--- src/sv/lneb_pkg.sv ---
// lneb_pkg: shared constants, codes and types for the long-name entry builder
// no dependencies; imported by both rtl modules, lfn_entry_checker and tb_top
`timescale 1ns / 1ps
`default_nettype none

package lneb_pkg;

   // name limits and entry geometry
   localparam int NAME_MAX        = 255;
   localparam int CHARS_PER_ENTRY = 13;
   localparam int SHORT_LEN       = 11;
   localparam int ENTRY_BYTES     = 32;

   // counter and address widths
   localparam int LEN_W  = 9;   // holds 0 .. 511, past NAME_MAX
   localparam int ADDR_W = 8;   // index into the name store
   localparam int SLOT_W = 4;   // character slot within one entry
   localparam int ORD_W  = 5;   // entry count, at most 20
   localparam int SCNT_W = 4;   // short-name byte count

   // fixed entry bytes and character codes
   localparam logic [7:0]  ATTR_LONG_NAME  = 8'h0F;
   localparam logic [7:0]  ORDER_LAST_FLAG = 8'h40;
   localparam logic [15:0] CHAR_TERM       = 16'h0000;
   localparam logic [15:0] CHAR_PAD        = 16'hFFFF;

   // byte offset of each character slot within an entry
   localparam logic [4:0] SLOT_OFFSET [CHARS_PER_ENTRY] = '{
      5'd1, 5'd3, 5'd5, 5'd7, 5'd9, 5'd14, 5'd16, 5'd18, 5'd20, 5'd22, 5'd24, 5'd28, 5'd30
   };

   // request function codes
   typedef enum logic [1:0] {
      FUNC_SHORT = 2'd0,
      FUNC_NAME  = 2'd1,
      FUNC_END   = 2'd2
   } func_type;

   // sequencer states
   typedef enum logic [1:0] {
      ST_LOAD,
      ST_FETCH,
      ST_LASTCAP,
      ST_EMIT
   } state_type;

   // what a character slot holds
   typedef enum logic [1:0] {
      CLS_STORED,
      CLS_TERM,
      CLS_PAD
   } char_cls_type;

   // thirteen UTF-16 characters of one entry
   typedef logic [CHARS_PER_ENTRY-1:0][15:0] char_row_type;

   // per-entry header fields handed to the packer
   typedef struct packed {
      logic [7:0] order;
      logic [7:0] checksum;
      logic       err;
   } entry_hdr_type;

endpackage

`default_nettype wire

--- src/sv/lneb_pack.sv ---
// lneb_pack: lays out one 32-byte long-name entry as four little-endian words
// depends on lneb_pkg for the slot offsets, fixed bytes and header struct
`timescale 1ns / 1ps
`default_nettype none

module lneb_pack (
   input  var lneb_pkg::entry_hdr_type hdr,
   input  var lneb_pkg::char_row_type  chars,
   output logic [63:0]                 word0,
   output logic [63:0]                 word1,
   output logic [63:0]                 word2,
   output logic [63:0]                 word3
);
   import lneb_pkg::*;

   logic [ENTRY_BYTES-1:0][7:0] entry_bytes;

   // place header bytes and the characters at their slot offsets; all bytes stay zero on error
   always_comb begin
      entry_bytes = '0;
      if (!hdr.err) begin
         entry_bytes[0]  = hdr.order;
         entry_bytes[11] = ATTR_LONG_NAME;
         entry_bytes[13] = hdr.checksum;
         for (int s = 0; s < CHARS_PER_ENTRY; s++) begin
            entry_bytes[SLOT_OFFSET[s]]        = chars[s][7:0];
            entry_bytes[SLOT_OFFSET[s] + 5'd1] = chars[s][15:8];
         end
      end
   end

   // byte 0 lands in the low bits of each word
   assign word0 = entry_bytes[7:0];
   assign word1 = entry_bytes[15:8];
   assign word2 = entry_bytes[23:16];
   assign word3 = entry_bytes[31:24];

endmodule

`default_nettype wire

--- src/sv/long_name_entry_builder.sv ---
// long_name_entry_builder: short-name and name requests are taken one per cycle while
// req_stall is low; for each entry an end request reads the name store once per slot,
// captures the read data and loads the packed entry into the result register; an end on
// an empty name gives no entry, and a too-long end gives a single error result; requests
// stall from any other end request until its last entry is loaded; reset is synchronous
// and clears the control state but not the name store; depends on lneb_pkg and lneb_pack
`timescale 1ns / 1ps
`default_nettype none

module long_name_entry_builder (
   input  logic        clock,
   input  logic        reset,
   input  logic        req_valid,
   output logic        req_stall,
   input  logic [1:0]  req_func,
   input  logic [7:0]  req_data_byte,
   output logic        rsp_valid,
   input  logic        rsp_stall,
   output logic [63:0] rsp_entry_word0,
   output logic [63:0] rsp_entry_word1,
   output logic [63:0] rsp_entry_word2,
   output logic [63:0] rsp_entry_word3,
   output logic        rsp_last_entry,
   output logic        rsp_status
);
   import lneb_pkg::*;

   // name store, one synchronous read port
   logic [7:0]        name_mem [NAME_MAX];
   logic [7:0]        rd_data_ff;

   // sequencer
   state_type         state_ff, state_in;
   logic              req_accept;
   logic              rd_en;
   logic              out_free;
   logic              emit_load;
   logic              run_done;

   // name collection state
   logic [LEN_W-1:0]  name_length_ff;
   logic              too_long_ff;
   logic [7:0]        short_checksum_ff;
   logic [SCNT_W-1:0] short_count_ff;
   logic [ORD_W-1:0]  entry_cnt_ff;
   logic [SLOT_W-1:0] slot_mod_ff;
   logic [LEN_W-1:0]  base_ff;

   // entry build state
   logic [LEN_W-1:0]  addr_ff;
   logic [SLOT_W-1:0] slot_ff;
   logic [ORD_W-1:0]  order_ff;
   logic              first_ff;
   logic              err_ff;
   char_cls_type      cls_in;
   logic              cap_valid_ff;
   logic [SLOT_W-1:0] cap_slot_ff;
   char_cls_type      cap_cls_ff;
   char_row_type      char_ff;
   logic [15:0]       char_in;

   // packer hookup
   entry_hdr_type     hdr;
   logic [63:0]       word0, word1, word2, word3;

   // result register
   logic              rsp_valid_ff;
   logic [63:0]       word0_ff, word1_ff, word2_ff, word3_ff;
   logic              last_ff;
   logic              status_ff;

   // next state
   always_comb begin
      state_in = state_ff;
      case (state_ff)
         ST_LOAD: begin
            if (req_valid && (req_func == FUNC_END)) begin
               if (too_long_ff) begin
                  state_in = ST_EMIT;
               end else if (name_length_ff != '0) begin
                  state_in = ST_FETCH;
               end
            end
         end
         ST_FETCH: begin
            if (slot_ff == SLOT_W'(CHARS_PER_ENTRY - 1)) begin
               state_in = ST_LASTCAP;
            end
         end
         ST_LASTCAP: begin
            state_in = ST_EMIT;
         end
         ST_EMIT: begin
            if (out_free) begin
               state_in = run_done ? ST_LOAD : ST_FETCH;
            end
         end
         default: begin
            state_in = ST_LOAD;
         end
      endcase
   end

   // sequencer outputs
   always_comb begin
      req_stall = 1'b1;
      rd_en     = 1'b0;
      emit_load = 1'b0;
      case (state_ff)
         ST_LOAD:    req_stall = 1'b0;
         ST_FETCH:   rd_en     = 1'b1;
         ST_LASTCAP: rd_en     = 1'b0;
         ST_EMIT:    emit_load = out_free;
         default:    req_stall = 1'b1;
      endcase
   end

   assign req_accept = req_valid && !req_stall;
   assign out_free   = !rsp_valid_ff || !rsp_stall;
   assign run_done   = err_ff || (order_ff == ORD_W'(1));

   // classify the slot being read: stored character, terminator or padding
   always_comb begin
      if (addr_ff < name_length_ff) begin
         cls_in = CLS_STORED;
      end else if (addr_ff == name_length_ff) begin
         cls_in = CLS_TERM;
      end else begin
         cls_in = CLS_PAD;
      end
   end

   // name store write during load, read during fetch; the two never overlap
   always_ff @(posedge clock) begin
      if (req_accept && (req_func == FUNC_NAME) && (name_length_ff < LEN_W'(NAME_MAX))) begin
         name_mem[name_length_ff[ADDR_W-1:0]] <= req_data_byte;
      end
      if (rd_en) begin
         rd_data_ff <= name_mem[addr_ff[ADDR_W-1:0]];
      end
   end

   // control and collection registers
   always_ff @(posedge clock) begin
      if (reset) begin
         state_ff          <= ST_LOAD;
         name_length_ff    <= '0;
         too_long_ff       <= 1'b0;
         short_checksum_ff <= '0;
         short_count_ff    <= '0;
         entry_cnt_ff      <= '0;
         slot_mod_ff       <= '0;
         err_ff            <= 1'b0;
         cap_valid_ff      <= 1'b0;
         rsp_valid_ff      <= 1'b0;
      end else begin
         state_ff     <= state_in;
         cap_valid_ff <= rd_en;

         // incoming requests
         if (req_accept) begin
            case (req_func)
               FUNC_SHORT: begin
                  if (short_count_ff < SCNT_W'(SHORT_LEN)) begin
                     short_checksum_ff <= {short_checksum_ff[0], short_checksum_ff[7:1]}
                                          + req_data_byte;
                     short_count_ff    <= short_count_ff + SCNT_W'(1);
                  end
               end
               FUNC_NAME: begin
                  if (name_length_ff < LEN_W'(NAME_MAX)) begin
                     name_length_ff <= name_length_ff + LEN_W'(1);
                     if (slot_mod_ff == '0) begin
                        entry_cnt_ff <= entry_cnt_ff + ORD_W'(1);
                        base_ff      <= name_length_ff;
                     end
                     if (slot_mod_ff == SLOT_W'(CHARS_PER_ENTRY - 1)) begin
                        slot_mod_ff <= '0;
                     end else begin
                        slot_mod_ff <= slot_mod_ff + SLOT_W'(1);
                     end
                  end else begin
                     too_long_ff <= 1'b1;
                  end
               end
               FUNC_END: begin
                  if (too_long_ff) begin
                     err_ff <= 1'b1;
                  end else if (name_length_ff != '0) begin
                     addr_ff  <= base_ff;
                     slot_ff  <= '0;
                     order_ff <= entry_cnt_ff;
                     first_ff <= 1'b1;
                  end else begin
                     short_checksum_ff <= '0;
                     short_count_ff    <= '0;
                  end
               end
               default: begin
               end
            endcase
         end

         // walk the slots of the current entry
         if (rd_en) begin
            addr_ff <= addr_ff + LEN_W'(1);
            slot_ff <= slot_ff + SLOT_W'(1);
         end

         // hand an entry to the result register and step to the next one
         if (emit_load) begin
            rsp_valid_ff <= 1'b1;
            if (run_done) begin
               name_length_ff    <= '0;
               too_long_ff       <= 1'b0;
               short_checksum_ff <= '0;
               short_count_ff    <= '0;
               entry_cnt_ff      <= '0;
               slot_mod_ff       <= '0;
               err_ff            <= 1'b0;
            end else begin
               base_ff  <= base_ff - LEN_W'(CHARS_PER_ENTRY);
               addr_ff  <= base_ff - LEN_W'(CHARS_PER_ENTRY);
               slot_ff  <= '0;
               order_ff <= order_ff - ORD_W'(1);
               first_ff <= 1'b0;
            end
         end else if (rsp_valid_ff && !rsp_stall) begin
            rsp_valid_ff <= 1'b0;
         end
      end
   end

   // capture read data in the cycle after the read
   always_ff @(posedge clock) begin
      cap_slot_ff <= slot_ff;
      cap_cls_ff  <= cls_in;
      if (cap_valid_ff) begin
         char_ff[cap_slot_ff] <= char_in;
      end
   end

   always_comb begin
      case (cap_cls_ff)
         CLS_STORED: char_in = {8'h00, rd_data_ff};
         CLS_TERM:   char_in = CHAR_TERM;
         CLS_PAD:    char_in = CHAR_PAD;
         default:    char_in = CHAR_PAD;
      endcase
   end

   // entry header and layout
   assign hdr.order    = {{(8 - ORD_W){1'b0}}, order_ff} | (first_ff ? ORDER_LAST_FLAG : 8'h00);
   assign hdr.checksum = short_checksum_ff;
   assign hdr.err      = err_ff;

   lneb_pack u_pack (
      .hdr   (hdr),
      .chars (char_ff),
      .word0 (word0),
      .word1 (word1),
      .word2 (word2),
      .word3 (word3)
   );

   // result payload register
   always_ff @(posedge clock) begin
      if (emit_load) begin
         word0_ff  <= word0;
         word1_ff  <= word1;
         word2_ff  <= word2;
         word3_ff  <= word3;
         last_ff   <= run_done;
         status_ff <= err_ff;
      end
   end

   assign rsp_valid       = rsp_valid_ff;
   assign rsp_entry_word0 = word0_ff;
   assign rsp_entry_word1 = word1_ff;
   assign rsp_entry_word2 = word2_ff;
   assign rsp_entry_word3 = word3_ff;
   assign rsp_last_entry  = last_ff;
   assign rsp_status      = status_ff;

`ifndef SYNTH
   // length never exceeds the store
   a_len_bound: assert property (@(posedge clock) disable iff (reset)
      name_length_ff <= LEN_W'(NAME_MAX))
      else $error("name length past store depth");

   // entry count tracks an empty name
   a_cnt_empty: assert property (@(posedge clock) disable iff (reset)
      (name_length_ff == '0) == (entry_cnt_ff == '0))
      else $error("entry count out of step with name length");

   // the slot counter wraps within an entry
   a_slot_mod: assert property (@(posedge clock) disable iff (reset)
      slot_mod_ff < SLOT_W'(CHARS_PER_ENTRY))
      else $error("slot count past entry size");

   // a fetch never runs on order zero
   a_order_live: assert property (@(posedge clock) disable iff (reset)
      (state_ff == ST_FETCH) |-> (order_ff != '0))
      else $error("fetch with no entry left");

   // a loaded entry shows up as a valid response
   a_emit_valid: assert property (@(posedge clock) disable iff (reset)
      emit_load |=> rsp_valid)
      else $error("entry load lost");
`endif

endmodule

`default_nettype wire

--- config.mk ---
export PLATFORM = sky130hd
export DESIGN_NAME = long_name_entry_builder
export DESIGN_NICKNAME = d
export VERILOG_FILES = /design/src/sv/lneb_pkg.sv /design/src/sv/lneb_pack.sv /design/src/sv/long_name_entry_builder.sv
export SDC_FILE = /design/constraint.sdc
export NUM_CORES = 2
export LEC_CHECK = 0
export BUFFER_PORTS_ARGS = -buffer_cell sky130_fd_sc_hd__clkbuf_2
export CAP_MARGIN = 40
export CORE_ASPECT_RATIO = 0.75
export CORE_MARGIN = 2
export CORE_UTILIZATION = 41
export CTS_CLUSTER_DIAMETER = 80
export CTS_CLUSTER_SIZE = 12
export DETAILED_ROUTE_END_ITERATION = 8
export GPL_TIMING_DRIVEN = 0
export PLACE_DENSITY = 0.55
export SLEW_MARGIN = 20
export SYNTH_ARGS = -nofsm -noshare
export SYNTH_HDL_FRONTEND = slang
export SYNTH_SLANG_ARGS = --single-unit
--- constraint.sdc ---
create_clock -name clock -period 15 [get_ports clock]
set_clock_uncertainty 0.15 [all_clocks]
set_input_delay 2.25 -clock clock [delete_from_list [all_inputs] [get_ports clock]]
set_output_delay 2.25 -clock clock [all_outputs]
set_load 0.03 [all_outputs]
* Word-level counts from Yosys, hierarchy flattened
Memories as Yosys holds them, arrays and structs flattened. A register that Yosys moved wholly into a read port is not among the register bits.
Index checks and enable logic that the tools add are counted.
** Word-level totals
- Register bits :: 512
- Memory bits (writable) :: 2040
- Bits of input ports :: 14
- Output and inout port bits :: 260
- Word-level logic and storage cells :: 178
- Memories :: 1
** Memories
- name_mem :: depth 255, width 8, rd ports 1, clocked after Yosys merged registers in 1, write ports 1, line long_name_entry_builder.sv:29 : logic [7:0] name_mem [NAME_MAX];
** Operators by class
- $add $sub $neg :: 9
- Magnitude comparators :: 5
- Equality and inequality tests :: 14
- Multiplexer cells :: 94
- Bitwise gates (word level) :: 1
- Reductions and logical operators :: 17
** Operator list (number)
- bitwise mux 208 bit :: 1
- two-way mux 9 bit :: 18
- two-way mux 92 bit :: 1
- two-way mux 4 bit :: 19
- demux 16 bit (select 4 bit) :: 1
- two-way mux 5 bit :: 12
- two-way mux 8 bit :: 6
- case mux 16 bit (2 select lines) :: 1
- two-way mux 1 bit :: 24
- adder 9 x 1 -> 9 bit, second input constant :: 2
- two-way mux 16 bit :: 1
- case mux 8 bit (2 select lines) :: 1
- adder 4 x 1 -> 4 bit, second input constant :: 3
- two-way mux 2 bit :: 6
- equality test 9 bit :: 1
- less-than comparator 9 x 8 -> 1 bit, second input constant :: 1
- less-than comparator 9 bit :: 1
- nonzero test 9 bit :: 1
- subtractor 9 x 4 -> 9 bit, second input constant :: 1
- adder 8 bit :: 1
- equality test 4 bit, second input constant :: 2
- case mux 2 bit (4 select lines) :: 1
- case mux 4 bit (2 select lines) :: 1
- two-way mux 7 bit :: 1
- 18 further kinds :: 33

* Longest topological paths before layout
- Word-level depth :: 8
- Gate-level depth with buffers :: 14
- Gate-level depth less buffers :: 9

* Cells and area by module
A second synthesis with hierarchy kept.
** Unflattened totals
- Cell total of the unflattened synthesis :: 4882
- Area total of the unflattened synthesis :: 97319.6 sq um
** Modules (own cells, without submodules)
- long_name_entry_builder :: instances 1, cells an instance 4600, area each 94867.2 sq um, seq. area each 74441.4 sq um
- lneb_pack :: instances 1, cells an instance 282, area each 2452.4 sq um, seq. area each 0.0 sq um

* Worst setup path after synthesis
Ideal clock, no wire load.
- Path kind :: input -> register
- Start :: in rsp_stall
- End :: reg order_ff[1] (data pin)
- Setup time :: 0.267 ns
- Arrival :: 6.716 ns
- Data required time :: 14.583 ns
- Setup slack :: 7.867 ns
- Cell stages on the path :: 7
- Buffers on the path :: 3
- Cells stage by stage :: nand2_1 and2_1 and2_1 clkbuf_1 clkbuf_1 clkbuf_1 a21oi_1
** On the way
- Cells in the longest elaborated chain, start to end :: 4
** RTL lines
- start: declaration :: line long_name_entry_builder.sv:18 : input logic rsp_stall,
- zero test 1 bit :: line long_name_entry_builder.sv:119 : assign out_free = !rsp_valid_ff || !rsp_stall;
- logical OR 1 bit :: line long_name_entry_builder.sv:119
- two-way mux 1 bit :: line long_name_entry_builder.sv:109 : case (state_ff)
- net emit_load :: line long_name_entry_builder.sv:37 : logic emit_load;
- two-way mux 5 bit :: line long_name_entry_builder.sv:211 : if (emit_load) begin
- end signal: assignment :: line long_name_entry_builder.sv:192 : order_ff <= entry_cnt_ff;
- end signal: assignment :: line long_name_entry_builder.sv:225 : order_ff <= order_ff - ORD_W'(1);
- end: declaration :: line long_name_entry_builder.sv:52 : logic [ORD_W-1:0] order_ff;
The timed path passes the listed nets, and every way through them passes these cells.
A chain may end at the register's enable or synchronous reset.

==> run summary <==
TIMING
-----------------------------------------------------------------------------------------------------------------
Max Transition Viols Final                                                                                      0
Setup TNS                                                                                                    0 ns
Final setup viols                                                                                               0
RSZ-0062 raised after global routing                                                                           no
Ratio of final minimum period to clock period                                                               40.3%
Post-layout minimum cycle time                                                                            6.04 ns
Hold slack final                                                                                         0.318 ns
Slew headroom                                                                                               30.9%
Actual transition at the worst max-transition pin                                                         1.03 ns
Post-route setup slack                                                                                    8.96 ns
Final count of hold timing violations                                                                           0
Peak Freq                                                                                                 166 MHz

SYNTH
-----------------------------------------------------------------------------------------------------------------
Warnings from Yosys                                                                                             0
Flop and latch count out of synthesis                                                                        2369
Sequential share of the synthesized area                                                                    75.3%
Combined area of all synthesized cells                                                                  93900 um2
Post-Syn Area per Cell                                                                                   19.2 um2
Area fraction in compound gates after synthesis                                                             3.87%
Asr flop ratio synth                                                                                           0%
Share of cell area taken by muxes after synthesis                                                           12.8%
Synthesized instance count                                                                                   4886
Top-area cell type share of the netlist area                                                                74.4%
Most used flip-flop cell after synthesis                                                             sky130_fd_sc_hd__edfxtp_1
Dominant combinational cell family by area after synthesis                                           multiplexers
Simple-Gate Fraction of Synth Area                                                                          4.29%
Most area-consuming cells after synthesis                                                            sky130_fd_sc_hd__edfxtp_1 74%, sky130_fd_sc_hd__mux4_2 9.5%, sky130_fd_sc_hd__mux2i_1 2.1%
Library cells used by synthesis                                                                                92
Xor-xnor portion of the synthesized cell area                                                              0.224%
Library cell occupying the most area in the post-synthesis netlist                                   sky130_fd_sc_hd__edfxtp_1
Number of synthesized flops with an enable pin                                                               2327
Arithmetic-cell share of the synthesized area counting full adders, half adders and majority gates         0.461%

POWER
-----------------------------------------------------------------------------------------------------------------
Pwr/cell area                                                                                          168 nW/um2
Clk pwr share                                                                                               27.9%
Switching power                                                                                           6.52 mW
Leakage power                                                                                             35.8 nW
Sequential fraction of design power                                                                         40.9%
Max IR drop VDD                                                                                        0.000109 V
Cell internal pwr                                                                                         11.7 mW
Net switching share of the total power                                                                      35.8%
Combinational group share of total power                                                                    31.2%

WORST HOLD PATH
-----------------------------------------------------------------------------------------------------------------
Class of the worst hold path                                                                         register to register
Hold Path Cell Cnt                                                                                              0

LAYOUT
-----------------------------------------------------------------------------------------------------------------
Share of post-route cells with drive strength above 1                                                       27.7%
Final cell utilization of the core                                                                          47.6%
Final layout net count                                                                                       5738
Post-synthesis to final-layout area growth                                                                  15.7%

PLACE
-----------------------------------------------------------------------------------------------------------------
Post-detail-place hpwl                                                                                  261000 um
RD Place Congestion                                                                                          1.03
Placement Setup Slack                                                                                     9.05 ns
Port bufs                                                                                                     243

DRT
-----------------------------------------------------------------------------------------------------------------
DRC violation count after routing                                                                               0
First DRT Iteration DRCs                                                                                    12000
Number of antenna-violating nets in the routed design                                                           0
Wire length per cell                                                                                      43.7 um
Drt via density                                                                                              6.60
Detailed Routing Iterations Pass 1                                                                              6
Vias                                                                                                        57700
Total wirelength of the detailed-routed design                                                          382000 um

CRITICAL PATH
-----------------------------------------------------------------------------------------------------------------
Crit Path Max Fanout                                                                                           10
Arrival time at the worst endpoint                                                                        6.44 ns
Data required, critical path                                                                             15.40 ns
CP endpoint kind                                                                                         register
Slack of the worst reg-to-reg path                                                                        8.96 ns
Register-to-Register Path Depth                                                                                13
Crit Path Category                                                                                   register to register
Type of origin of the critical path                                                                      register

FLOORPLAN
-----------------------------------------------------------------------------------------------------------------
Total Die Area                                                                                         233000 um2
Initial core utilization                                                                                    41.2%
Top-Level Pins                                                                                                274
Number of core rows                                                                                           152
Floorplan die height                                                                                       419 um
DIE WIDTH                                                                                                  557 um
Floorplan Core Area                                                                                    228000 um2

CTS
-----------------------------------------------------------------------------------------------------------------
CTS tree                                                                                                    built
Clk_lat worst skew                                                                                        0.91 ns
Post-cts sizing count                                                                                           0
Maximum clock path buffer count                                                                                 4
Sinks on Clock Net                                                                                           2369
Clock slew seen by the registers of the worst setup and hold paths                                        0.07 ns
Root buf cell                                                                                        sky130_fd_sc_hd__clkbuf_16
H-tree lvl count                                                                                                4
Cts bufs inserted                                                                                             223
Post-CTS Repair Setup Buffers                                                                                   0
Hold buffer count at cts                                                                                        0

FLOW RUN
-----------------------------------------------------------------------------------------------------------------
Maximum Capacitance Violations                                                                                  0

GLOBAL ROUTING
-----------------------------------------------------------------------------------------------------------------
Number of global-route vias before repair                                                                   51500
First-pass GRT wire length                                                                              492000 um
Remaining Overflow, GRT                                                                                         0
Number of antenna violations at the first check in global routing                                              47
Overall track demand over capacity in global routing                                                        32.3%
Pin count of the biggest net entering global routing                                                          112

OUTCOME
-----------------------------------------------------------------------------------------------------------------
Outcome                                                                                              finished, final reports clean

## critical path, cell delays in order, from the launching register on
cell and delay (ns):
sky130_fd_sc_hd__edfxtp_1 0.45, sky130_fd_sc_hd__buf_2 0.43, sky130_fd_sc_hd__buf_4 0.39, sky130_fd_sc_hd__buf_2 0.40, sky130_fd_sc_hd__buf_12 0.26, sky130_fd_sc_hd__buf_2 0.41
sky130_fd_sc_hd__buf_12 0.25, sky130_fd_sc_hd__buf_2 0.67, sky130_fd_sc_hd__mux2i_1 0.64, sky130_fd_sc_hd__nand2_1 0.11, sky130_fd_sc_hd__o211ai_1 0.18, sky130_fd_sc_hd__a21oi_1 0.18
sky130_fd_sc_hd__o41ai_2 0.71, sky130_fd_sc_hd__o32ai_1 0.34
## area by class of cell
type | instances | area, um2
Fill cell | 19100 | 120000
Sequential cell | 2369 | 70700
Multi-Input combinational cell | 2110 | 20500
Clock buffer | 248 | 5780
Timing Repair Buffer | 550 | 4810
Tap cell | 3003 | 3760
Buffer | 397 | 2830
Inverter | 39 | 146
Antenna cell | 24 | 60.1
Clock inverter | 4 | 53.8
## routing by layer
| metal | global-route usage, % | up-vias | part of all wire (%) |
|---|---|---|---|
| met5 | 0.560 | - | 0.080 |
| met4 | 14.3 | 20 | 5.4 |
| met3 | 15.8 | 1032 | 18 |
| met2 | 42.0 | 5408 | 39 |
| met1 | 45.0 | 30200 | 38 |
| li1 | - | 21100 | - |
## metrics by stage
stage	area [um2]	cells	power [mW]
after floorplan	94000	4915	9.92
after global placement	99000	8161	12.7
after detailed placement	102000	8369	12.9
after CTS	108000	8621	17.9
after global routing	109000	8720	18.3
final	109000	8744	18.2
## registers in the layout (all words and copies together), names as in the netlist, 8 cells and up
| register | flops |
|---|---|
| addr_ff | 9 |
| base_ff | 9 |
| char_ff | 117 |
| name_length_ff | 9 |
| name_mem | 2040 |
| rd_data_ff | 8 |
| rsp_entry_word0 | 41 |
| rsp_entry_word1 | 28 |
| rsp_entry_word2 | 36 |
| rsp_entry_word3 | 27 |
| short_checksum_ff | 8 |
## kinds of logic after synthesis
| kind of cell | count (synthesis) |
|---|---|
| flip-flops | 2369 |
| XOR/XNOR | 24 |
| buffers and inverters | 436 |
| adder cells (fa/ha/maj) | 34 |
| other | 1 |
| AO/OA/AOI/OAI | 517 |
| multiplexers | 647 |
| AND/OR/NAND/NOR | 858 |
## power groups by stage
stage / logic (mW) / clock network [mW] / registers (mW)
2_1_floorplan: 2.31 / 0 / 7.61
3_3_place_gp: 5.09 / 0 / 7.64
3_5_place_dp: 5.32 / 0 / 7.59
4_1_cts: 5.33 / 5.08 / 7.45
5_1_grt: 5.53 / 5.30 / 7.46
6_report: 5.68 / 5.07 / 7.46
## cells in the mapped netlist (33+ instances only)
master                        n
sky130_fd_sc_hd__ha_1        33
sky130_fd_sc_hd__nor2_1     379
sky130_fd_sc_hd__buf_2       75
sky130_fd_sc_hd__clkbuf_1   106
sky130_fd_sc_hd__o22ai_1     35
sky130_fd_sc_hd__nor2b_1    150
sky130_fd_sc_hd__mux4_2     395
sky130_fd_sc_hd__buf_4      155
sky130_fd_sc_hd__nand2_1    149
sky130_fd_sc_hd__a22oi_1     71
sky130_fd_sc_hd__a21oi_1    109
sky130_fd_sc_hd__mux4_1      33
sky130_fd_sc_hd__o21ai_0     56
sky130_fd_sc_hd__nand3_1     48
sky130_fd_sc_hd__edfxtp_1  2327
sky130_fd_sc_hd__dfxtp_1     42
sky130_fd_sc_hd__inv_1       36
sky130_fd_sc_hd__a221oi_1    35
sky130_fd_sc_hd__mux2i_1    196
## placed cells by master (no fill, tap or decap), types with 35 or more instances in the layout
cell	instances
sky130_fd_sc_hd__edfxtp_1	2327
sky130_fd_sc_hd__mux4_2	395
sky130_fd_sc_hd__nor2_1	370
sky130_fd_sc_hd__buf_4	356
sky130_fd_sc_hd__clkbuf_2	277
sky130_fd_sc_hd__clkbuf_16	228
sky130_fd_sc_hd__mux2i_1	196
sky130_fd_sc_hd__nor2b_1	149
sky130_fd_sc_hd__nand2_1	149
sky130_fd_sc_hd__a21oi_1	109
sky130_fd_sc_hd__clkbuf_1	85
sky130_fd_sc_hd__buf_2	85
sky130_fd_sc_hd__a22oi_1	71
sky130_fd_sc_hd__o21ai_0	56
sky130_fd_sc_hd__buf_6	48
sky130_fd_sc_hd__nand3_1	47
sky130_fd_sc_hd__buf_12	42
sky130_fd_sc_hd__dfxtp_1	42
sky130_fd_sc_hd__buf_16	37
sky130_fd_sc_hd__inv_1	35
sky130_fd_sc_hd__a221oi_1	35
sky130_fd_sc_hd__o22ai_1	35
## path summary, 6_finish.rpt
| kind | startpoint | endpoint |
|---|---|---|
| worst min register to register | slot_ff[1] | cap_slot_ff[1] |
| worst max register to register | addr_ff[1] | rd_data_ff[7] |
| worst min-delay path | slot_ff[1] | cap_slot_ff[1] |
| worst max-delay path | addr_ff[1] | rd_data_ff[7] |
No activity file was read; power rests on OpenSTA's default activity.
